<file path="config.mk">
export PLATFORM = sky130hd
export DESIGN_NAME = modular_exponentiation
export DESIGN_NICKNAME = d
export VERILOG_FILES = /design/src/hw/rtl/modexp_pkg.sv /design/src/hw/rtl/modexp_datapath.sv /design/src/hw/rtl/modexp_ctrl.sv /design/src/hw/rtl/modular_exponentiation.sv
export SDC_FILE = /design/constraint.sdc
export NUM_CORES = 2
export LEC_CHECK = 0
export CAP_MARGIN = 20
export CORE_AREA = 2 2 464 512
export DETAILED_ROUTE_END_ITERATION = 16
export DIE_AREA = 0 0 466 514
export DONT_BUFFER_PORTS = 1
export SLEW_MARGIN = 10
export SYNTH_ARGS = -nofsm -noshare
export SYNTH_HDL_FRONTEND = slang
export SYNTH_SLANG_ARGS = --single-unit
</file>
<file path="constraint.sdc">
create_clock -name clock -period 12.3 [get_ports clock]
set_input_delay 1.845 -clock clock [delete_from_list [all_inputs] [get_ports clock]]
set_output_delay 1.845 -clock clock [all_outputs]
set_load 0.005 [all_outputs]
</file>
<file path="src/hw/rtl/modexp_pkg.sv">
// Shared types and constants for the modular exponentiation block.
package modexp_pkg;

   localparam logic [1:0] STATUS_OK         = 2'd0;
   localparam logic [1:0] STATUS_NO_INVERSE = 2'd1;
   localparam logic [1:0] STATUS_MOD_ZERO   = 2'd2;

   // Datapath operations issued by the controller.
   typedef enum logic [3:0] {
      OP_NONE,
      OP_LOAD,      // capture operands, magnitudes
      OP_RED_START, // start base mod m
      OP_RED_STEP,  // one bit of base mod m
      OP_RED_DONE,  // apply base sign
      OP_INV_INIT,  // set up extended Euclid
      OP_DIV_STEP,  // one bit of r_prev / r_cur
      OP_INV_MUL,   // start q*c_cur mod m
      OP_INV_UPD,   // rotate Euclid registers
      OP_MUL_ACC,   // start acc*sq mod m
      OP_MUL_SQ,    // start sq*sq mod m
      OP_MM_STEP,   // one bit of modular multiply
      OP_ACC_WB,    // write product to acc, start sq*sq mod m
      OP_SQ_WB,     // write product to sq, shift exponent
      OP_SET_ONE,   // sq = 1 (modulus of one)
      OP_INV_WB     // sq = inverse
   } dp_op_type;

   typedef struct packed {
      dp_op_type op;
   } dp_cmd_type;

   typedef struct packed {
      logic mod_zero;
      logic mod_one;
      logic exp_neg;
      logic exp_zero;
      logic exp_lsb;
      logic cnt_last;
      logic r_cur_zero;
      logic inv_ok;
   } dp_status_type;

   typedef enum logic [3:0] {
      ST_IDLE,
      ST_LOAD,
      ST_RED,
      ST_RED_DONE,
      ST_INV_INIT,
      ST_INV_TEST,
      ST_DIV,
      ST_INV_MUL,
      ST_INV_MM,
      ST_INV_UPD,
      ST_EXP,
      ST_ACC_MUL,
      ST_ACC_WB,
      ST_SQ_MUL,
      ST_SQ_WB,
      ST_OUT
   } ctrl_state_type;

endpackage

</file>
<file path="src/hw/rtl/modexp_datapath.sv">
// Datapath: operand registers, shared bit-serial divider and modular multiplier.
module modexp_datapath
   import modexp_pkg::*;
#(
   parameter int WIDTH = 64
) (
   input  logic          clock,
   input  logic          reset,
   input  dp_cmd_type    cmd,
   input  logic [WIDTH-1:0] in_base,
   input  logic [WIDTH-1:0] in_power,
   input  logic [WIDTH-1:0] in_modulus,
   output dp_status_type status,
   output logic [WIDTH-1:0] acc_value
);

   localparam int CW = $clog2(WIDTH);

   logic [WIDTH-1:0] m_ff, m_in;
   logic [WIDTH-1:0] e_ff, e_in;
   logic             bneg_ff, bneg_in;
   logic             eneg_ff, eneg_in;
   logic [WIDTH-1:0] sq_ff, sq_in;
   logic [WIDTH-1:0] acc_ff, acc_in;
   // Divider / reduction
   logic [WIDTH-1:0] dvd_ff, dvd_in;
   logic [WIDTH-1:0] rem_ff, rem_in;
   logic [WIDTH-1:0] dvs_ff, dvs_in;
   // Euclid
   logic [WIDTH-1:0] rp_ff, rp_in, rc_ff, rc_in, cp_ff, cp_in, cc_ff, cc_in;
   // Multiplier
   logic [WIDTH-1:0] ma_ff, ma_in, mb_ff, mb_in, mr_ff, mr_in;
   logic [CW-1:0]    cnt_ff, cnt_in;

   logic [WIDTH:0]   rem_sh;
   logic [WIDTH-1:0] rem_nx;
   logic             rem_ge;
   logic [WIDTH:0]   dbl, dbl_add;
   logic [WIDTH-1:0] dbl_r, add_r;
   logic [WIDTH-1:0] base_mag, pow_mag, mod_mag;
   logic [WIDTH-1:0] rnext, cnext;

   always_comb begin
      base_mag = in_base[WIDTH-1] ? (~in_base + 1'b1) : in_base;
      pow_mag  = in_power[WIDTH-1] ? (~in_power + 1'b1) : in_power;
      mod_mag  = in_modulus[WIDTH-1] ? (~in_modulus + 1'b1) : in_modulus;
      // restoring division step
      rem_sh = {rem_ff, dvd_ff[WIDTH-1]};
      rem_ge = (rem_sh >= {1'b0, dvs_ff});
      rem_nx = rem_ge ? WIDTH'(rem_sh - {1'b0, dvs_ff}) : rem_sh[WIDTH-1:0];
      // double-and-add step
      dbl     = {mr_ff, 1'b0};
      dbl_r   = (dbl >= {1'b0, m_ff}) ? WIDTH'(dbl - {1'b0, m_ff}) : dbl[WIDTH-1:0];
      dbl_add = {1'b0, dbl_r} + {1'b0, ma_ff};
      add_r   = (dbl_add >= {1'b0, m_ff}) ? WIDTH'(dbl_add - {1'b0, m_ff})
                                          : dbl_add[WIDTH-1:0];
      rnext = rem_ff;
      cnext = (cp_ff >= mr_ff) ? cp_ff - mr_ff : cp_ff + (m_ff - mr_ff);
   end

   always_comb begin
      m_in = m_ff; e_in = e_ff; bneg_in = bneg_ff; eneg_in = eneg_ff;
      sq_in = sq_ff; acc_in = acc_ff; dvd_in = dvd_ff; rem_in = rem_ff;
      dvs_in = dvs_ff; rp_in = rp_ff; rc_in = rc_ff; cp_in = cp_ff; cc_in = cc_ff;
      ma_in = ma_ff; mb_in = mb_ff; mr_in = mr_ff; cnt_in = cnt_ff;
      case (cmd.op)
         OP_LOAD: begin
            m_in = mod_mag; e_in = pow_mag;
            bneg_in = in_base[WIDTH-1]; eneg_in = in_power[WIDTH-1];
            dvd_in = base_mag; acc_in = WIDTH'(1);
         end
         OP_RED_START: begin
            rem_in = '0; dvs_in = m_ff; cnt_in = '0;
         end
         OP_RED_STEP, OP_DIV_STEP: begin
            rem_in = rem_nx;
            dvd_in = {dvd_ff[WIDTH-2:0], rem_ge};
            cnt_in = cnt_ff + 1'b1;
         end
         OP_RED_DONE: begin
            sq_in = (bneg_ff && rem_ff != '0) ? m_ff - rem_ff : rem_ff;
         end
         OP_INV_INIT: begin
            rp_in = m_ff; rc_in = sq_ff; cp_in = '0; cc_in = WIDTH'(1);
            dvd_in = m_ff; dvs_in = sq_ff; rem_in = '0; cnt_in = '0;
         end
         OP_INV_MUL: begin
            // quotient in dvd; reduce c_cur below m
            ma_in = (cc_ff >= m_ff) ? cc_ff - m_ff : cc_ff;
            mb_in = dvd_ff; mr_in = '0; cnt_in = '0;
         end
         OP_INV_UPD: begin
            rp_in = rc_ff; rc_in = rnext;
            cp_in = cc_ff; cc_in = cnext;
            dvd_in = rc_ff; dvs_in = rnext; rem_in = '0; cnt_in = '0;
         end
         OP_MUL_ACC: begin
            ma_in = acc_ff; mb_in = sq_ff; mr_in = '0; cnt_in = '0;
         end
         OP_MUL_SQ: begin
            ma_in = sq_ff; mb_in = sq_ff; mr_in = '0; cnt_in = '0;
         end
         OP_MM_STEP: begin
            mr_in  = mb_ff[WIDTH-1] ? add_r : dbl_r;
            mb_in  = {mb_ff[WIDTH-2:0], 1'b0};
            cnt_in = cnt_ff + 1'b1;
         end
         OP_ACC_WB: begin
            acc_in = mr_ff;
            ma_in = sq_ff; mb_in = sq_ff; mr_in = '0; cnt_in = '0;
         end
         OP_SQ_WB: begin
            sq_in = mr_ff; e_in = {1'b0, e_ff[WIDTH-1:1]};
         end
         OP_SET_ONE: sq_in = WIDTH'(1);
         OP_INV_WB: sq_in = cp_ff;
         default: ;
      endcase
   end

   always_ff @(posedge clock) begin
      m_ff <= m_in; e_ff <= e_in; bneg_ff <= bneg_in; eneg_ff <= eneg_in;
      sq_ff <= sq_in; acc_ff <= acc_in; dvd_ff <= dvd_in; rem_ff <= rem_in;
      dvs_ff <= dvs_in; rp_ff <= rp_in; rc_ff <= rc_in; cp_ff <= cp_in;
      cc_ff <= cc_in; ma_ff <= ma_in; mb_ff <= mb_in; mr_ff <= mr_in;
      if (reset) begin
         cnt_ff <= '0;
      end else begin
         cnt_ff <= cnt_in;
      end
   end

   always_comb begin
      status.mod_zero   = (m_ff == '0);
      status.mod_one    = (m_ff == WIDTH'(1));
      status.exp_neg    = eneg_ff;
      status.exp_zero   = (e_ff == '0);
      status.exp_lsb    = e_ff[0];
      status.cnt_last   = (cnt_ff == CW'(WIDTH - 1));
      status.r_cur_zero = (rc_ff == '0);
      status.inv_ok     = (rp_ff == WIDTH'(1)) && (cp_ff != '0);
   end

   assign acc_value = acc_ff;

endmodule

</file>
<file path="src/hw/rtl/modexp_ctrl.sv">
// Controller state machine sequencing reduction, inversion and exponentiation.
module modexp_ctrl
   import modexp_pkg::*;
(
   input  logic          clock,
   input  logic          reset,
   input  logic          start,
   input  logic          out_free,
   input  dp_status_type status,
   output dp_cmd_type    cmd,
   output logic          busy,
   output logic          done,
   output logic [1:0]    done_status
);

   ctrl_state_type state_ff, state_in;
   logic [1:0]     stat_ff, stat_in;

   always_ff @(posedge clock) begin
      if (reset) begin
         state_ff <= ST_IDLE;
         stat_ff  <= STATUS_OK;
      end else begin
         state_ff <= state_in;
         stat_ff  <= stat_in;
      end
   end

   always_comb begin
      state_in = state_ff;
      stat_in  = stat_ff;
      cmd.op   = OP_NONE;
      done     = 1'b0;
      busy     = (state_ff != ST_IDLE);
      case (state_ff)
         ST_IDLE: begin
            if (start) begin
               cmd.op = OP_LOAD;
               state_in = ST_LOAD;
            end
         end
         ST_LOAD: begin
            if (status.mod_zero) begin
               stat_in = STATUS_MOD_ZERO;
               state_in = ST_OUT;
            end else begin
               stat_in = STATUS_OK;
               cmd.op = OP_RED_START;
               state_in = ST_RED;
            end
         end
         ST_RED: begin
            cmd.op = OP_RED_STEP;
            if (status.cnt_last) state_in = ST_RED_DONE;
         end
         ST_RED_DONE: begin
            cmd.op = OP_RED_DONE;
            state_in = status.exp_neg ? ST_INV_INIT : ST_EXP;
         end
         ST_INV_INIT: begin
            if (status.mod_one) begin
               cmd.op = OP_SET_ONE;
               state_in = ST_EXP;
            end else begin
               cmd.op = OP_INV_INIT;
               state_in = ST_INV_TEST;
            end
         end
         ST_INV_TEST: begin
            // loop test on r_cur, then divide
            if (status.r_cur_zero) begin
               if (status.inv_ok) begin
                  cmd.op = OP_INV_WB;
                  state_in = ST_EXP;
               end else begin
                  stat_in = STATUS_NO_INVERSE;
                  state_in = ST_OUT;
               end
            end else begin
               state_in = ST_DIV;
            end
         end
         ST_DIV: begin
            cmd.op = OP_DIV_STEP;
            if (status.cnt_last) state_in = ST_INV_MUL;
         end
         ST_INV_MUL: begin
            cmd.op = OP_INV_MUL;
            state_in = ST_INV_MM;
         end
         ST_INV_MM: begin
            cmd.op = OP_MM_STEP;
            if (status.cnt_last) state_in = ST_INV_UPD;
         end
         ST_INV_UPD: begin
            cmd.op = OP_INV_UPD;
            state_in = ST_INV_TEST;
         end
         ST_EXP: begin
            if (status.exp_zero) begin
               state_in = ST_OUT;
            end else if (status.exp_lsb) begin
               cmd.op = OP_MUL_ACC;
               state_in = ST_ACC_MUL;
            end else begin
               cmd.op = OP_MUL_SQ;
               state_in = ST_SQ_MUL;
            end
         end
         ST_ACC_MUL: begin
            cmd.op = OP_MM_STEP;
            if (status.cnt_last) state_in = ST_ACC_WB;
         end
         ST_ACC_WB: begin
            cmd.op = OP_ACC_WB;
            state_in = ST_SQ_MUL;
         end
         ST_SQ_MUL: begin
            cmd.op = OP_MM_STEP;
            if (status.cnt_last) state_in = ST_SQ_WB;
         end
         ST_SQ_WB: begin
            cmd.op = OP_SQ_WB;
            state_in = ST_EXP;
         end
         ST_OUT: begin
            if (out_free) begin
               done = 1'b1;
               state_in = ST_IDLE;
            end
         end
         default: state_in = ST_IDLE;
      endcase
   end

   assign done_status = stat_ff;

endmodule

</file>
<file path="src/hw/rtl/modular_exponentiation.sv">
// Top level of the modular exponentiation block.
//
// One item at a time: a zero modulus goes straight to the output; otherwise the
// base is reduced by the bit-serial divider, a negative exponent adds an extended
// Euclid inversion of one division and one modular multiplication per quotient
// step, and each exponent bit costs one or two bit-serial modular multiplications
// through the single shared double-and-add unit.
// The result waits in an output register, so the next item may be accepted
// as soon as the previous one has left the datapath.
module modular_exponentiation
   import modexp_pkg::*;
#(
   parameter int WIDTH = 64
) (
   input  logic         clock,
   input  logic         reset,
   input  logic         req_tvalid,
   output logic         req_tready,
   // base_value[63:0], power[127:64], modulus_value[191:128]
   input  logic [191:0] req_tdata,
   output logic         rsp_tvalid,
   input  logic         rsp_tready,
   // result_value[62:0]
   output logic [63:0]  rsp_tdata,
   // status[1:0]
   output logic [1:0]   rsp_tuser
);

   dp_cmd_type       cmd;
   dp_status_type    dst;
   logic [WIDTH-1:0] acc_value;
   logic             busy, done, start, out_free;
   logic [1:0]       done_status;
   logic             vld_ff, vld_in;
   logic [62:0]      res_ff, res_in;
   logic [1:0]       st_ff, st_in;
   logic [63:0]      acc_ext;

   assign req_tready = !busy;
   assign start      = req_tvalid && req_tready;
   assign out_free   = !vld_ff || rsp_tready;

   modexp_datapath #(.WIDTH(WIDTH)) u_dp (
      .clock      (clock),
      .reset      (reset),
      .cmd        (cmd),
      .in_base    (req_tdata[WIDTH-1:0]),
      .in_power   (req_tdata[64+WIDTH-1:64]),
      .in_modulus (req_tdata[128+WIDTH-1:128]),
      .status     (dst),
      .acc_value  (acc_value)
   );

   modexp_ctrl u_ctrl (
      .clock       (clock),
      .reset       (reset),
      .start       (start),
      .out_free    (out_free),
      .status      (dst),
      .cmd         (cmd),
      .busy        (busy),
      .done        (done),
      .done_status (done_status)
   );

   assign acc_ext = 64'(acc_value);

   always_comb begin
      vld_in = vld_ff && !rsp_tready;
      res_in = res_ff;
      st_in  = st_ff;
      if (done) begin
         vld_in = 1'b1;
         st_in  = done_status;
         res_in = (done_status == STATUS_OK) ? acc_ext[62:0] : '0;
      end
   end

   always_ff @(posedge clock) begin
      res_ff <= res_in;
      st_ff  <= st_in;
      if (reset) begin
         vld_ff <= 1'b0;
      end else begin
         vld_ff <= vld_in;
      end
   end

   assign rsp_tvalid = vld_ff;
   assign rsp_tdata  = {1'b0, res_ff};
   assign rsp_tuser  = st_ff;

`ifndef SYNTHESIS
   a_no_accept_busy: assert property (@(posedge clock) disable iff (reset)
      start |=> busy) else $error("item accepted but controller not busy");
   a_err_zero: assert property (@(posedge clock) disable iff (reset)
      (rsp_tvalid && rsp_tuser != STATUS_OK) |-> rsp_tdata == '0)
      else $error("error item carries nonzero result");
   a_done_free: assert property (@(posedge clock) disable iff (reset)
      done |-> out_free) else $error("result overwrote a waiting item");
`endif

endmodule

</file>
==> metrics.md <==
| Metric | Value |
|---|---|
| TritonCTS sink count | 976 |
| Sequential area share after synthesis | 36.8% |
| TritonCTS clock tree | yes |
| Hold depth | 2 |
| WL/cell | 31.1 um |
| Net count after synthesis | 9854 |
| Asr flop ratio synth | 0% |
| DRC Markers | 0 |
| Vias in the first global route | 70900 |
| Max Cap Viol | 0 |
| PortBufs | 0 |
| DIE AREA | 0.240 mm^2 |
| Tmin final | 11320 ps |
| GPL Wtd Cong | 1.02 |
| Post-CTS setup repair buffer count | 0 |
| First-pass GRT wire length | 523000 um |
| Avg Inst Size Synth | 8.75 um^2 |
| Final #Nets | 9663 |
| Post-synth EDFFs | 963 |
| Layout Utilization | 37.2% |
| Worst Hold Slack | 472 ps |
| Yosys warning count | 0 |
| Worst Path Required | 12790 ps |
| Yosys top cell area share | 36.4% |
| GRT overflow | 0 |
| Max clock buf depth | 3 |
| Clock skew | 32.8 ps |
| Initial Util | 33.8% |
| Crit-path leading delay family | compound AO/OA/AOI/OAI gates |
| CTS Buf Count | 111 |
| Post-Route WL | 376000 um |
| Core Box Area | 0.235 mm^2 |
| Area contributors post-synth | edfxtp_1, ha_1, o21ai_0 |
| Final Hold Viols | 0 |
| Critical path's slowest cell | o21ai_0 |
| Startpoint Class | register |
| Mapped cell area | 0.0794 mm^2 |
| Most used cell, CP | a21oi_1 |
| RSZ-0062 raised after global routing | no |
| H-tree depth | 3 |
| Commonest cells post-synth | edfxtp_1, nand2_1, o21ai_0, a21oi_1, nor2_1 |
| Slew HR | 16.0% |
| Post-DRT Antenna Nets | 0 |
| Die H | 514 um |
| Slowest stage delay, CP | 570 ps |
| Number of synthesized register bits | 976 |
| CTS root buf | clkbuf_16 |
| Initial DRC Count | 9456 |
| # rows | 187 |
| Filler cell count | 24000 |
| Initial DRT Pass Iterations | 10 |
| Top_reg_cell synth | edfxtp_1 |
| Top-count cell post-synth | edfxtp_1 |
| Bufs and invs on worst path | 5 |
| I/O pin cnt | 264 |
| Tcrit/Tclk final | 92.0% |
| Global Route Usage Sum | 30.2% |
| Yosys cell types | 86 |
| Worst-Margin Slew | 1250 ps |
| Mean number of vias per cell | 6.15 |
| R2R cell count | 38 |
| Setup violators final | 0 |
| Maximum clock frequency | 0.0883 GHz |
| Clk_lat worst skew | 770 ps |
| Max Slew Vio Count | 0 |
| Share of layout cells above drive strength 1 | 5.54% |
| Area grow syn2layout | 9.98% |
| Final setup TNS | 0 ps |
| Crit. path cell count | 38 |
| Largest net degree at the start of global routing | 135 |
| Die width | 466 um |
| DR vias | 74400 |
| DP Wirelength | 302000 um |
| Status | complete, no violations |
| Hold Crit Class | reg -> reg |
| Worst-path clk slew | 60 ps |
| Setup crit end kind | register |
| Hold-fix buffers at CTS | 0 |
| CP Class | reg -> reg |
| Post_cts resized | 0 |
| WP data arrival | 11810 ps |
| Cells after synthesis | 9073 |
| Area leader, netlist | edfxtp_1 |
| Initial antenna violation count | 26 |
| Max FO, Critical Path | 79 |
## final cells by class
type,count,area (um^2),share of cell area [%]
flip-flops and latches,976,29200,33.4
multi-input cells,7010,46400,53.2
inverters,596,2250,2.58
diodes,7,17.5,0.0201
well taps,3118,3900,4.47
clock buffers,124,2850,3.26
repair buffers,187,1490,1.71
clock inverters,86,1200,1.38
## layout by cell type (no fill, tap or decap), drive strengths merged, types with 49 or more instances in the layout
master	synthesis	layout
o21ai	835	835
o31ai	94	94
inv	595	604
a222oi	56	56
or3	49	49
clkbuf	458	126
xor2	296	296
nand4	167	167
and3	62	62
buf	33	185
a211oi	68	68
a31oi	115	115
o21a	63	63
fa	70	70
o21bai	97	97
nor4	139	139
xnor2	351	351
a21oi	730	730
nor3	115	115
nor2	650	650
nand2b	53	53
edfxtp	963	963
mux2i	93	93
a221oi	59	59
a21o	279	279
nor2b	83	83
nand3	161	161
nand2	955	955
ha	515	515
a22oi	206	206
and2	165	165
## worst paths after layout
check | startpoint | endpoint | slack, ps
worst max-delay path | u_dp.m_ff[14] | u_dp.mr_ff[56] | 980
worst min-delay path | u_dp.cnt_ff[1] | u_dp.cnt_ff[1] | 470
worst max register to register | u_dp.m_ff[14] | u_dp.mr_ff[56] | 980
worst min register to register | u_dp.cnt_ff[1] | u_dp.cnt_ff[1] | 470
## worst reg2reg max path: cells and delay by family, from the launching register on
family / cells / cell delay (ps)
compound gates: 18 / 4820
simple gates: 11 / 2890
buf+inv: 5 / 1370
fa+ha+maj: 3 / 1110
flops: 1 / 440
xor+xnor: 1 / 410
## metal layers
layer | track usage [%] | vias to the layer above | routed length (um)
li1 | - | 33200 | -
met1 | 41.1 | 36800 | 157000
met2 | 45.9 | 3870 | 162000
met3 | 5.52 | 555 | 35400
met4 | 14.9 | 4 | 20800
met5 | 0 | - | 28
## through the flow
step / cell area, um^2 / cells / setup WS [ps]
2_1_floorplan: 79400 / 9073 / 1070
3_3_place_gp: 83200 / 11900 / 1200
3_5_place_dp: 83200 / 11900 / 1210
4_1_cts: 87200 / 12100 / 1180
5_1_grt: 87300 / 12100 / 490
6_report: 87300 / 12100 / 981
## kinds of logic (layout without fill, tap and decap cells)
group / count (synthesis) / after routing / share of synthesized area, %
compound gates: 2938 / 2938 / 23.4
xor+xnor: 647 / 647 / 7.14
fa+ha+maj: 585 / 585 / 9.89
buf+inv: 1087 / 993 / 5.15
flops: 976 / 976 / 36.8
mux: 100 / 100 / 1.27
other cells: 1 / 8 / 0.00473
simple gates: 2739 / 2739 / 16.4
Power is not shown: default switching activity piles up to over one toggle a cycle in this logic, so the estimate is an artifact.
